==> src/rtl/i2cbm_pkg.sv <==
// Shared types and constants of the I2C bit-level master.
package i2cbm_pkg;

  // Widths of the word fields and of the configuration port.
  localparam int CFG_W       = 16;
  localparam int CFG_IDX_W   = 2;
  localparam int OP_W        = 3;
  localparam int BIT_INDEX_W = 4;
  localparam int STATUS_W    = 2;
  localparam int IN_DATA_W   = 16;
  localparam int OUT_DATA_W  = 16;

  // Register indexes of the configuration port.
  localparam logic [CFG_IDX_W-1:0] REG_LONG_DELAY    = 2'd0;
  localparam logic [CFG_IDX_W-1:0] REG_SHORT_DELAY   = 2'd1;
  localparam logic [CFG_IDX_W-1:0] REG_STRETCH_LIMIT = 2'd2;

  // Register values after reset.
  localparam logic [CFG_W-1:0] LONG_DELAY_RESET    = 16'd5;
  localparam logic [CFG_W-1:0] SHORT_DELAY_RESET   = 16'd3;
  localparam logic [CFG_W-1:0] STRETCH_LIMIT_RESET = 16'd10;

  // Command codes.
  localparam logic [OP_W-1:0] OP_TICK      = 3'd0;
  localparam logic [OP_W-1:0] OP_BUS_CLEAR = 3'd1;
  localparam logic [OP_W-1:0] OP_START     = 3'd2;
  localparam logic [OP_W-1:0] OP_STOP      = 3'd3;
  localparam logic [OP_W-1:0] OP_WRITE     = 3'd4;
  localparam logic [OP_W-1:0] OP_READ      = 3'd5;

  // Status codes.
  localparam logic [STATUS_W-1:0] ST_OK      = 2'd0;
  localparam logic [STATUS_W-1:0] ST_NACK    = 2'd1;
  localparam logic [STATUS_W-1:0] ST_TIMEOUT = 2'd2;

  typedef enum logic [4:0] {
    PH_IDLE,
    PH_CLR_HI, PH_CLR_LO,
    PH_ST_A, PH_ST_B, PH_ST_C, PH_ST_D,
    PH_SP_A, PH_SP_B, PH_SP_C,
    PH_W_LOW, PH_W_DATA, PH_W_HIGH, PH_W_WAIT,
    PH_W_ALOW, PH_W_AREL, PH_W_AHIGH, PH_W_AEND,
    PH_R_LOW, PH_R_HIGH, PH_R_WAIT,
    PH_R_ALOW, PH_R_ACK, PH_R_AHIGH, PH_R_END
  } phase_t;

  typedef struct packed {
    logic [CFG_W-1:0] long_delay_ticks;
    logic [CFG_W-1:0] short_delay_ticks;
    logic [CFG_W-1:0] stretch_timeout_ticks;
  } cfg_t;

  typedef struct packed {
    logic [STATUS_W-1:0] status;
    logic [7:0]          read_byte;
    logic                done_res;
    logic                busy_res;
    logic                sda_pull_low;
    logic                scl_pull_low;
  } result_t;

endpackage

==> src/rtl/i2cbm_cfg.sv <==
// Configuration registers of the I2C bit-level master.
module i2cbm_cfg (
  input  logic                               clk,
  input  logic                               rst,
  input  logic                               cfg_wen,
  input  logic [i2cbm_pkg::CFG_IDX_W-1:0]    cfg_index,
  input  logic [i2cbm_pkg::CFG_W-1:0]        cfg_data,
  output i2cbm_pkg::cfg_t                    cfg
);

  always_ff @(posedge clk) begin
    if (rst) begin
      cfg.long_delay_ticks      <= i2cbm_pkg::LONG_DELAY_RESET;
      cfg.short_delay_ticks     <= i2cbm_pkg::SHORT_DELAY_RESET;
      cfg.stretch_timeout_ticks <= i2cbm_pkg::STRETCH_LIMIT_RESET;
    end else if (cfg_wen) begin
      unique case (cfg_index)
        i2cbm_pkg::REG_LONG_DELAY:    cfg.long_delay_ticks      <= cfg_data;
        i2cbm_pkg::REG_SHORT_DELAY:   cfg.short_delay_ticks     <= cfg_data;
        i2cbm_pkg::REG_STRETCH_LIMIT: cfg.stretch_timeout_ticks <= cfg_data;
        default: ;  // writes to the unused index are dropped
      endcase
    end
  end

endmodule

==> src/rtl/i2cbm_seq.sv <==
// Phase sequencer of the I2C bit-level master: state registers and next-state logic.
module i2cbm_seq #(
  parameter int BUS_CLEAR_PULSES = 10,
  parameter int DELAY_WIDTH      = 16
) (
  input  logic                           clk,
  input  logic                           rst,
  input  logic                           step,
  input  logic [i2cbm_pkg::OP_W-1:0]     op,
  input  logic [7:0]                     write_byte,
  input  logic                           send_ack,
  input  logic                           scl_level,
  input  logic                           sda_level,
  input  i2cbm_pkg::cfg_t                cfg,
  output i2cbm_pkg::result_t             result
);

  localparam int CW = (DELAY_WIDTH > i2cbm_pkg::CFG_W) ? DELAY_WIDTH : i2cbm_pkg::CFG_W;
  localparam logic [CW-1:0] DELAY_MAX = CW'((64'd1 << DELAY_WIDTH) - 64'd1);
  localparam int BW = i2cbm_pkg::BIT_INDEX_W;
  localparam logic [BW:0] PULSES = (BW+1)'(BUS_CLEAR_PULSES);

  i2cbm_pkg::phase_t      phase, phase_next;
  logic [DELAY_WIDTH-1:0] delay_count, delay_count_next;
  logic [i2cbm_pkg::CFG_W-1:0] stretch_count, stretch_count_next;
  logic [BW-1:0]          bit_index, bit_index_next;
  logic [7:0]             shift_byte, shift_byte_next;
  logic                   ack_choice, ack_choice_next;
  logic                   scl_drive, scl_drive_next;
  logic                   sda_drive, sda_drive_next;

  logic [CW-1:0]          long_ext, short_ext;
  logic [DELAY_WIDTH-1:0] long_load, short_load;
  logic [i2cbm_pkg::CFG_W:0] stretch_inc;
  logic [BW:0]            bit_inc;

  // Delay loads, saturated to the counter width.
  assign long_ext   = CW'(cfg.long_delay_ticks);
  assign short_ext  = CW'(cfg.short_delay_ticks);
  assign long_load  = (long_ext > DELAY_MAX) ? DELAY_MAX[DELAY_WIDTH-1:0]
                                             : long_ext[DELAY_WIDTH-1:0];
  assign short_load = (short_ext > DELAY_MAX) ? DELAY_MAX[DELAY_WIDTH-1:0]
                                              : short_ext[DELAY_WIDTH-1:0];
  assign stretch_inc = {1'b0, stretch_count} + 1'b1;
  assign bit_inc     = {1'b0, bit_index} + 1'b1;

  always_comb begin
    i2cbm_pkg::phase_t ent_phase;
    logic ent;
    logic ent_scl;
    logic ent_sda;
    logic ent_long;
    ent       = 1'b0;
    ent_phase = i2cbm_pkg::PH_IDLE;
    ent_scl   = scl_drive;
    ent_sda   = sda_drive;
    ent_long  = 1'b1;

    phase_next         = phase;
    delay_count_next   = delay_count;
    stretch_count_next = stretch_count;
    bit_index_next     = bit_index;
    shift_byte_next    = shift_byte;
    ack_choice_next    = ack_choice;
    scl_drive_next     = scl_drive;
    sda_drive_next     = sda_drive;
    result             = '0;

    if (phase == i2cbm_pkg::PH_IDLE) begin
      if (op >= i2cbm_pkg::OP_BUS_CLEAR && op <= i2cbm_pkg::OP_READ) begin
        bit_index_next = '0;
        ent = 1'b1;
        case (op)
          i2cbm_pkg::OP_BUS_CLEAR: begin
            ent_phase = i2cbm_pkg::PH_CLR_HI; ent_scl = 1'b0; ent_sda = 1'b1;
          end
          i2cbm_pkg::OP_START: begin
            ent_phase = i2cbm_pkg::PH_ST_A; ent_sda = 1'b0;
          end
          i2cbm_pkg::OP_STOP: begin
            ent_phase = i2cbm_pkg::PH_SP_A; ent_sda = 1'b1;
          end
          i2cbm_pkg::OP_WRITE: begin
            shift_byte_next = write_byte;
            ent_phase = i2cbm_pkg::PH_W_LOW; ent_scl = 1'b1; ent_long = 1'b0;
          end
          default: begin
            shift_byte_next = '0;
            ack_choice_next = send_ack;
            ent_phase = i2cbm_pkg::PH_R_LOW; ent_scl = 1'b1;
          end
        endcase
      end
    end else if (phase == i2cbm_pkg::PH_W_WAIT || phase == i2cbm_pkg::PH_R_WAIT) begin
      if (scl_level) begin
        bit_index_next = bit_inc[BW-1:0];
        ent     = 1'b1;
        ent_scl = 1'b1;
        if (phase == i2cbm_pkg::PH_W_WAIT) begin
          shift_byte_next = {shift_byte[6:0], 1'b0};
          ent_long  = 1'b0;
          ent_phase = (bit_inc < (BW+1)'(8)) ? i2cbm_pkg::PH_W_LOW : i2cbm_pkg::PH_W_ALOW;
        end else begin
          // Bits arrive MSB first; the low three bits of the index select the bit.
          if (sda_level) begin
            shift_byte_next = shift_byte | (8'h80 >> bit_index[2:0]);
          end
          ent_phase = (bit_inc < (BW+1)'(8)) ? i2cbm_pkg::PH_R_LOW : i2cbm_pkg::PH_R_ALOW;
        end
      end else begin
        stretch_count_next = stretch_inc[i2cbm_pkg::CFG_W-1:0];
        if (stretch_inc >= {1'b0, cfg.stretch_timeout_ticks}) begin
          phase_next      = i2cbm_pkg::PH_IDLE;
          result.done_res = 1'b1;
          result.status   = i2cbm_pkg::ST_TIMEOUT;
        end
      end
    end else if (delay_count > DELAY_WIDTH'(1)) begin
      delay_count_next = delay_count - 1'b1;
    end else begin
      unique case (phase)
        i2cbm_pkg::PH_CLR_HI: begin
          ent = 1'b1; ent_phase = i2cbm_pkg::PH_CLR_LO; ent_scl = 1'b1;
        end
        i2cbm_pkg::PH_CLR_LO: begin
          bit_index_next = bit_inc[BW-1:0];
          if (bit_inc < PULSES) begin
            ent = 1'b1; ent_phase = i2cbm_pkg::PH_CLR_HI; ent_scl = 1'b0;
          end else begin
            scl_drive_next  = 1'b0;
            sda_drive_next  = 1'b0;
            phase_next      = i2cbm_pkg::PH_IDLE;
            result.done_res = 1'b1;
          end
        end
        i2cbm_pkg::PH_ST_A: begin
          ent = 1'b1; ent_phase = i2cbm_pkg::PH_ST_B; ent_scl = 1'b0;
        end
        i2cbm_pkg::PH_ST_B: begin
          ent = 1'b1; ent_phase = i2cbm_pkg::PH_ST_C; ent_sda = 1'b1;
        end
        i2cbm_pkg::PH_ST_C: begin
          ent = 1'b1; ent_phase = i2cbm_pkg::PH_ST_D; ent_scl = 1'b1;
        end
        i2cbm_pkg::PH_SP_A: begin
          ent = 1'b1; ent_phase = i2cbm_pkg::PH_SP_B; ent_scl = 1'b0; ent_long = 1'b0;
        end
        i2cbm_pkg::PH_SP_B: begin
          ent = 1'b1; ent_phase = i2cbm_pkg::PH_SP_C; ent_sda = 1'b0;
        end
        i2cbm_pkg::PH_W_LOW: begin
          ent = 1'b1; ent_phase = i2cbm_pkg::PH_W_DATA; ent_sda = ~shift_byte[7];
        end
        i2cbm_pkg::PH_W_DATA: begin
          ent = 1'b1; ent_phase = i2cbm_pkg::PH_W_HIGH; ent_scl = 1'b0;
        end
        i2cbm_pkg::PH_W_HIGH: begin
          phase_next         = i2cbm_pkg::PH_W_WAIT;
          stretch_count_next = '0;
        end
        i2cbm_pkg::PH_W_ALOW: begin
          ent = 1'b1; ent_phase = i2cbm_pkg::PH_W_AREL; ent_sda = 1'b0;
        end
        i2cbm_pkg::PH_W_AREL: begin
          ent = 1'b1; ent_phase = i2cbm_pkg::PH_W_AHIGH; ent_scl = 1'b0;
        end
        i2cbm_pkg::PH_W_AHIGH: begin
          // A high SDA sampled while SCL is high in the acknowledge bit means not acknowledged.
          ack_choice_next = sda_level;
          ent = 1'b1; ent_phase = i2cbm_pkg::PH_W_AEND; ent_scl = 1'b1;
        end
        i2cbm_pkg::PH_W_AEND: begin
          phase_next      = i2cbm_pkg::PH_IDLE;
          result.done_res = 1'b1;
          result.status   = ack_choice ? i2cbm_pkg::ST_NACK : i2cbm_pkg::ST_OK;
        end
        i2cbm_pkg::PH_R_LOW: begin
          ent = 1'b1; ent_phase = i2cbm_pkg::PH_R_HIGH; ent_scl = 1'b0;
        end
        i2cbm_pkg::PH_R_HIGH: begin
          phase_next         = i2cbm_pkg::PH_R_WAIT;
          stretch_count_next = '0;
        end
        i2cbm_pkg::PH_R_ALOW: begin
          ent = 1'b1; ent_phase = i2cbm_pkg::PH_R_ACK; ent_sda = ack_choice;
        end
        i2cbm_pkg::PH_R_ACK: begin
          ent = 1'b1; ent_phase = i2cbm_pkg::PH_R_AHIGH; ent_scl = 1'b0;
        end
        i2cbm_pkg::PH_R_AHIGH: begin
          ent = 1'b1; ent_phase = i2cbm_pkg::PH_R_END; ent_scl = 1'b1; ent_sda = 1'b0;
        end
        i2cbm_pkg::PH_R_END: begin
          phase_next       = i2cbm_pkg::PH_IDLE;
          result.done_res  = 1'b1;
          result.read_byte = shift_byte;
        end
        default: begin
          // End of a start or stop sequence, and any unused phase code.
          phase_next      = i2cbm_pkg::PH_IDLE;
          result.done_res = 1'b1;
        end
      endcase
    end

    if (ent) begin
      phase_next       = ent_phase;
      scl_drive_next   = ent_scl;
      sda_drive_next   = ent_sda;
      delay_count_next = ent_long ? long_load : short_load;
    end

    result.scl_pull_low = scl_drive_next;
    result.sda_pull_low = sda_drive_next;
    result.busy_res     = (phase_next != i2cbm_pkg::PH_IDLE);
  end

  always_ff @(posedge clk) begin
    if (rst) begin
      phase         <= i2cbm_pkg::PH_IDLE;
      delay_count   <= '0;
      stretch_count <= '0;
      bit_index     <= '0;
      shift_byte    <= '0;
      ack_choice    <= 1'b0;
      scl_drive     <= 1'b0;
      sda_drive     <= 1'b0;
    end else if (step) begin
      phase         <= phase_next;
      delay_count   <= delay_count_next;
      stretch_count <= stretch_count_next;
      bit_index     <= bit_index_next;
      shift_byte    <= shift_byte_next;
      ack_choice    <= ack_choice_next;
      scl_drive     <= scl_drive_next;
      sda_drive     <= sda_drive_next;
    end
  end

endmodule

==> src/rtl/i2cbm_out.sv <==
// Output register of the I2C bit-level master: holds one result word for the receiver.
module i2cbm_out (
  input  logic                                clk,
  input  logic                                rst,
  input  logic                                load,
  input  i2cbm_pkg::result_t                  result,
  output logic                                ready,
  output logic                                m_axis_tvalid,
  input  logic                                m_axis_tready,
  output logic [i2cbm_pkg::OUT_DATA_W-1:0]    m_axis_tdata
);

  localparam int RES_W = $bits(i2cbm_pkg::result_t);

  i2cbm_pkg::result_t held;

  // A new word may enter when the register is empty or is being emptied now.
  assign ready        = !m_axis_tvalid || m_axis_tready;
  assign m_axis_tdata = {{(i2cbm_pkg::OUT_DATA_W - RES_W){1'b0}}, held};

  always_ff @(posedge clk) begin
    if (rst) begin
      m_axis_tvalid <= 1'b0;
    end else if (load) begin
      m_axis_tvalid <= 1'b1;
    end else if (m_axis_tready) begin
      m_axis_tvalid <= 1'b0;
    end
  end

  always_ff @(posedge clk) begin
    if (load) begin
      held <= result;
    end
  end

endmodule

==> src/rtl/i2c_bit_level_master_unit.sv <==
// Top level of the I2C bit-level master: stream ports, configuration port and assertions.
//
// Each input word is one tick of the bus sequencer. tuser carries the command code
// (tick, bus clear, start, stop, write byte, read byte); tdata carries the byte to
// send, the acknowledge choice for a read and the sampled SCL and SDA levels. A
// command is taken only while the sequencer is idle; otherwise it counts as a plain
// tick. Every accepted word yields exactly one result word with the line drives
// (1 pulls the line low), busy, a done pulse, the received byte and the status.
// The result word appears on the master side in the cycle after its input word is
// accepted. A new input word is taken in every cycle in which the output register
// is empty or its word is being taken, so the sustained rate is one word per cycle;
// the single output register between the sequencer and the master side sets that.
// When the receiver stalls, the result word is held and s_axis_tready falls until
// it is taken; no sequencer state moves meanwhile.
// Synchronous reset returns the sequencer to idle with both lines released, empties
// the output register and loads all three configuration registers with defaults.
// The configuration port writes a register on every clock edge with cfg_wen high:
// index 0 long delay, 1 short delay, index 2 SCL stretch timeout; index 3 is ignored.
module i2c_bit_level_master_unit #(
  parameter int BUS_CLEAR_PULSES = 10,
  parameter int DELAY_WIDTH      = 16
) (
  input  logic                                clk,
  input  logic                                rst,
  // Input words.
  input  logic                                s_axis_tvalid,
  output logic                                s_axis_tready,
  // [7:0] write_byte, [8] send_ack, [9] scl_level, [10] sda_level, rest zero
  input  logic [i2cbm_pkg::IN_DATA_W-1:0]     s_axis_tdata,
  // [2:0] op
  input  logic [i2cbm_pkg::OP_W-1:0]          s_axis_tuser,
  // Result words.
  output logic                                m_axis_tvalid,
  input  logic                                m_axis_tready,
  // [0] scl_pull_low, [1] sda_pull_low, [2] busy_res, [3] done_res,
  // [11:4] read_byte, [13:12] status, rest zero
  output logic [i2cbm_pkg::OUT_DATA_W-1:0]    m_axis_tdata,
  // Configuration writes.
  input  logic                                cfg_wen,
  input  logic [i2cbm_pkg::CFG_IDX_W-1:0]     cfg_index,
  input  logic [i2cbm_pkg::CFG_W-1:0]         cfg_data
);

  i2cbm_pkg::cfg_t    cfg;
  i2cbm_pkg::result_t result;
  logic               step;

  assign step = s_axis_tvalid && s_axis_tready;

  i2cbm_cfg u_cfg (
    .clk       (clk),
    .rst       (rst),
    .cfg_wen   (cfg_wen),
    .cfg_index (cfg_index),
    .cfg_data  (cfg_data),
    .cfg       (cfg)
  );

  i2cbm_seq #(
    .BUS_CLEAR_PULSES (BUS_CLEAR_PULSES),
    .DELAY_WIDTH      (DELAY_WIDTH)
  ) u_seq (
    .clk        (clk),
    .rst        (rst),
    .step       (step),
    .op         (s_axis_tuser),
    .write_byte (s_axis_tdata[7:0]),
    .send_ack   (s_axis_tdata[8]),
    .scl_level  (s_axis_tdata[9]),
    .sda_level  (s_axis_tdata[10]),
    .cfg        (cfg),
    .result     (result)
  );

  i2cbm_out u_out (
    .clk           (clk),
    .rst           (rst),
    .load          (step),
    .result        (result),
    .ready         (s_axis_tready),
    .m_axis_tvalid (m_axis_tvalid),
    .m_axis_tready (m_axis_tready),
    .m_axis_tdata  (m_axis_tdata)
  );

  // A finished command leaves the sequencer idle.
  assert property (@(posedge clk) disable iff (rst)
    (m_axis_tvalid && m_axis_tdata[3]) |-> !m_axis_tdata[2])
    else $error("done reported while still busy");

  // Status and read data are only non-zero on a done word.
  assert property (@(posedge clk) disable iff (rst)
    (m_axis_tvalid && (m_axis_tdata[13:12] != i2cbm_pkg::ST_OK || m_axis_tdata[11:4] != 8'd0))
    |-> m_axis_tdata[3])
    else $error("status or read byte outside a done word");

  // Every accepted tick produces a result word in the next cycle.
  assert property (@(posedge clk) disable iff (rst)
    (s_axis_tvalid && s_axis_tready) |=> m_axis_tvalid)
    else $error("accepted word produced no result");

  // An empty output register never blocks the input side.
  assert property (@(posedge clk) disable iff (rst)
    !m_axis_tvalid |-> s_axis_tready)
    else $error("input stalled with an empty output register");

endmodule
==> config.mk <==
export PLATFORM = sky130hd
export DESIGN_NAME = i2c_bit_level_master_unit
export DESIGN_NICKNAME = d
export VERILOG_FILES = /design/src/rtl/i2cbm_pkg.sv /design/src/rtl/i2cbm_cfg.sv /design/src/rtl/i2cbm_seq.sv /design/src/rtl/i2cbm_out.sv /design/src/rtl/i2c_bit_level_master_unit.sv
export SDC_FILE = /design/constraint.sdc
export NUM_CORES = 1
export LEC_CHECK = 0
export ABC_AREA = 1
export BUFFER_PORTS_ARGS = -buffer_cell sky130_fd_sc_hd__buf_4
export CAP_MARGIN = 0
export CORE_MARGIN = 5
export CORE_UTILIZATION = 45
export CTS_BUF_LIST = sky130_fd_sc_hd__clkbuf_16
export DETAILED_ROUTE_END_ITERATION = 7
export GPL_TIMING_DRIVEN = 0
export HOLD_SLACK_MARGIN = 0.03
export MAX_ROUTING_LAYER = met4
export PLACE_DENSITY_LB_ADDON = 0.25
export SLEW_MARGIN = 5
export SYNTH_ARGS = -nofsm -noshare
export SYNTH_HDL_FRONTEND = slang
export SYNTH_SLANG_ARGS = --single-unit
==> constraint.sdc <==
create_clock -name clk -period 7.8 [get_ports clk]
set_clock_uncertainty 0.05 [all_clocks]
set_input_delay 0 -clock clk [delete_from_list [all_inputs] [get_ports clk]]
set_output_delay 0 -clock clk [all_outputs]
set_load 0.03 [all_outputs]
==> metrics <==
outcome=finished, final reports clean; Routability Congestion=0.944; Post-Place Cell Area=7480 µm²; diodes inserted=0; Worst Path Required=~7.9 ns; worst rel slew slack=between 10% and 20%; drt total wl=about 19000 µm; FF+latch count, synth=115; Die X=133 µm; fin area=between 8000 and 9000 µm²; switching share of power=32.8%; Hold Slack=0.0348 ns; internal power component=roughly 0.0013 W; Max Clk Rate=282 MHz; # clock sinks=around 120; Met1 Wirelength=8760 µm; Clock power frac=40.6%; drt first-iter violations=589; number of post-CTS setup repair buffers=0; clock buffer depth=2; vias=~7000; Post-synth EDFFs=14; critical path class=flip-flop to flip-flop; CP Launch Type=flip-flop; initial antenna violation count=0; Peak supply drop=0.182 mV; Clk Latency, worst-skew pair=0.42 ns; num rows=45; critical path endpoint category=flip-flop; first-pass GRT wire length=31800 µm; Seq/Total Area, Yosys=a little over a third; overall routing resource usage=22.7%; hold buffers post-CTS=37; Clock Pin Slew Worst Setup and Hold Paths=0.06 ns; final-stage net count=about 1200; Die Ht=133 µm; Cells after DPL=about 1300; vias per cell=5.22; top layer reached by signal wires=met4; Gate power share=about a quarter; Layout fillers=1464; Core ar.=15100 µm²; Top Ports=60; P_leak=around 3.9 nW; Max Slew Vio Count=0; ratio of cells with drive above 1 in the final layout=11.1%; min cycle time layout=3.55 ns; H-tree levels=4; Worst EP arrival=3.67 ns; HP Class=input port to flip-flop; Final setup viols=0; commonest cells after routing, fill and taps aside=243 x nand2_1, 127 x inv_1, 113 x nor2_1; routed length per instance=between 10 and 15 µm; RR Startpoint=u_seq.stretch_count[0]; Synth Flop Type=dfxtp_1; Netlist cell types=43; HPWL Detailed=14200 µm; CTS tree=done; syn_area_per_cell=6.68 µm²; Area Growth Syn to Fin=23.5%; max-capacitance violation count=0; hold_sp=s_axis_tdata[0]; die area=17800 µm²; DRT Pass-1 Iters=5; P_sw=0.000652 W; # port buffers=52; largest net degree at the start of global routing=24; Synth Warn #=0; period utilisation layout=45.5%; DR WL met2=9110 µm; Finished Layout Cells=1336; Hold Path Stages=5; met3 wire len=983 µm; grt total ovfl=0; DRC=0; Hold Path End=u_seq.shift_byte[0]; setup TNS=0 ns; Detail Route Antenna Nets=0; share of power burned in registers=33.8%; vias in the first global route=6469; most common cell after layout, fill and taps aside=nand2_1; RSZ-0062 raised after global routing=no; Syn Inst Count=around 1000; post_cts resized=0; ys async rst share=0%; root buf cell=clkbuf_16; pwr/cell area=around 240 nW/µm²; endpoints failing hold=0; reg-to-reg endpoint=u_out.m_axis_tdata[2]; Initial Util=45.4%; Worst R2R Path Depth=19; worst-path fanout max=6; Num CTS Buffers=17; Worst-Margin Slew=about 1.2 ns; R2R Setup Slk=4.25 ns; Synth Cell Area=6860 µm²
-- power by group through the flow --
stage	clock network (W)	logic (W)	registers [W]
after global placement	0	0.000487	0.000683
final	0.000808	0.000511	0.000672
after CTS	0.000816	0.000506	0.000671
after floorplan	0	0.000349	0.000690
after global routing	0.000842	0.000571	0.000677
after detailed placement	0	0.000487	0.000684
-- layer usage --
layer / vias up / track usage (%)
met5: - / -
met4: 0 / 9.14
met3: 39 / 4.19
met2: 237 / 36.8
met1: 3151 / 28.1
li1: 3550 / -
-- cell type report --
| class | count | area (µm²) | area share, % |
|---|---|---|---|
| Multi-Input combinational cell | 738 | 3710 | 43.8 |
| Sequential cell | 115 | 2440 | 28.9 |
| Timing Repair Buffer | 89 | 761 | 8.99 |
| Inverter | 135 | 508 | 6.00 |
| Clock buffer | 18 | 450 | 5.32 |
| Tap cell | 188 | 235 | 2.78 |
| Buffer | 39 | 200 | 2.37 |
| Clock inverter | 14 | 159 | 1.88 |
-- critical path: stages, from the launching register on --
cell	delay, ns
dfxtp_1	0.42
ha_1	0.22
nand3_1	0.12
nor2_1	0.22
nand4_1	0.20
nor3_1	0.23
xor2_1	0.15
ha_1	0.33
nand2_1	0.09
nor3_1	0.25
and2_1	0.16
nand2_1	0.05
nand3_1	0.15
nand2_1	0.23
nand2_1	0.11
nand2_1	0.05
nand2_1	0.07
nand2_1	0.05
nor2_1	0.11
nand2_1	0.06
-- worst max path at each step --
stage	start	endpoint
final	u_seq.stretch_count[0]	u_out.m_axis_tdata[2]
after global routing	u_seq.stretch_count[0]	u_out.m_axis_tdata[2]
after CTS	u_seq.stretch_count[0]	u_out.m_axis_tdata[2]
after detailed placement	u_seq.stretch_count[0]	u_out.m_axis_tdata[2]
after global placement	u_seq.stretch_count[0]	u_out.m_axis_tdata[2]
after floorplan	u_seq.stretch_count[0]	u_out.m_axis_tdata[2]
-- Yosys cell counts, types with 2 or more instances --
library cell	n	area share [%]
nand2_2	5	0.46
o21ai_1	8	0.58
nand3b_1	2	0.22
edfxtp_1	14	6.1
xor2_1	17	2.2
nor2_4	6	0.99
nand3_1	79	5.8
o211ai_1	5	0.55
a21o_1	2	0.22
a22oi_1	2	0.22
nor2_2	4	0.36
dfxtp_1	101	29
xnor2_1	5	0.64
a211oi_1	2	0.22
buf_2	7	0.51
inv_1	126	6.9
buf_4	10	1.1
ha_1	25	4.6
nand4_1	10	0.91
o21ai_0	75	5.5
clkbuf_1	20	1.1
a31oi_1	7	0.64
inv_2	7	0.38
nor2_8	2	0.58
nor3_1	15	1.1
a21oi_1	97	7.1
and2_1	3	0.27
nor2_1	113	6.2
nand2_1	243	13
-- logic make-up (layout without fill, tap and decap cells) --
family                   Yosys count  in the layout  synth area share, %
flip-flops                       115            115                 35.6
AND/OR/NAND/NOR                  485            485                 30.5
AO/OA/AOI/OAI                    204            204                 16.1
other                              1              2               0.0547
adder cells (fa/ha/maj)           25             25                 4.56
buffers and inverters            174            295                 10.3
XOR/XNOR                          22             22                 2.81
-- through the flow --
stage | util, % | setup WS, ns | total power [W]
after global routing | 56.1 | 3.99 | 0.00209
after floorplan | - | 4.95 | 0.00104
after detailed placement | 49.6 | 4.26 | 0.00117
after CTS | 56.1 | 4.25 | 0.00199
after global placement | 49.6 | 4.35 | 0.00117
final | 56.1 | 4.25 | 0.00199
-- state kept, by name, indices dropped and copies added (netlist names) --
register,count
u_cfg.cfg,48
u_out.m_axis_tdata,14
u_out.m_axis_tvalid,1
u_seq.ack_choice,1
u_seq.bit_index,4
u_seq.delay_count,16
u_seq.phase,5
u_seq.scl_drive,1
u_seq.sda_drive,1
u_seq.shift_byte,8
u_seq.stretch_count,16
Power figures use the tool's default switching activity.
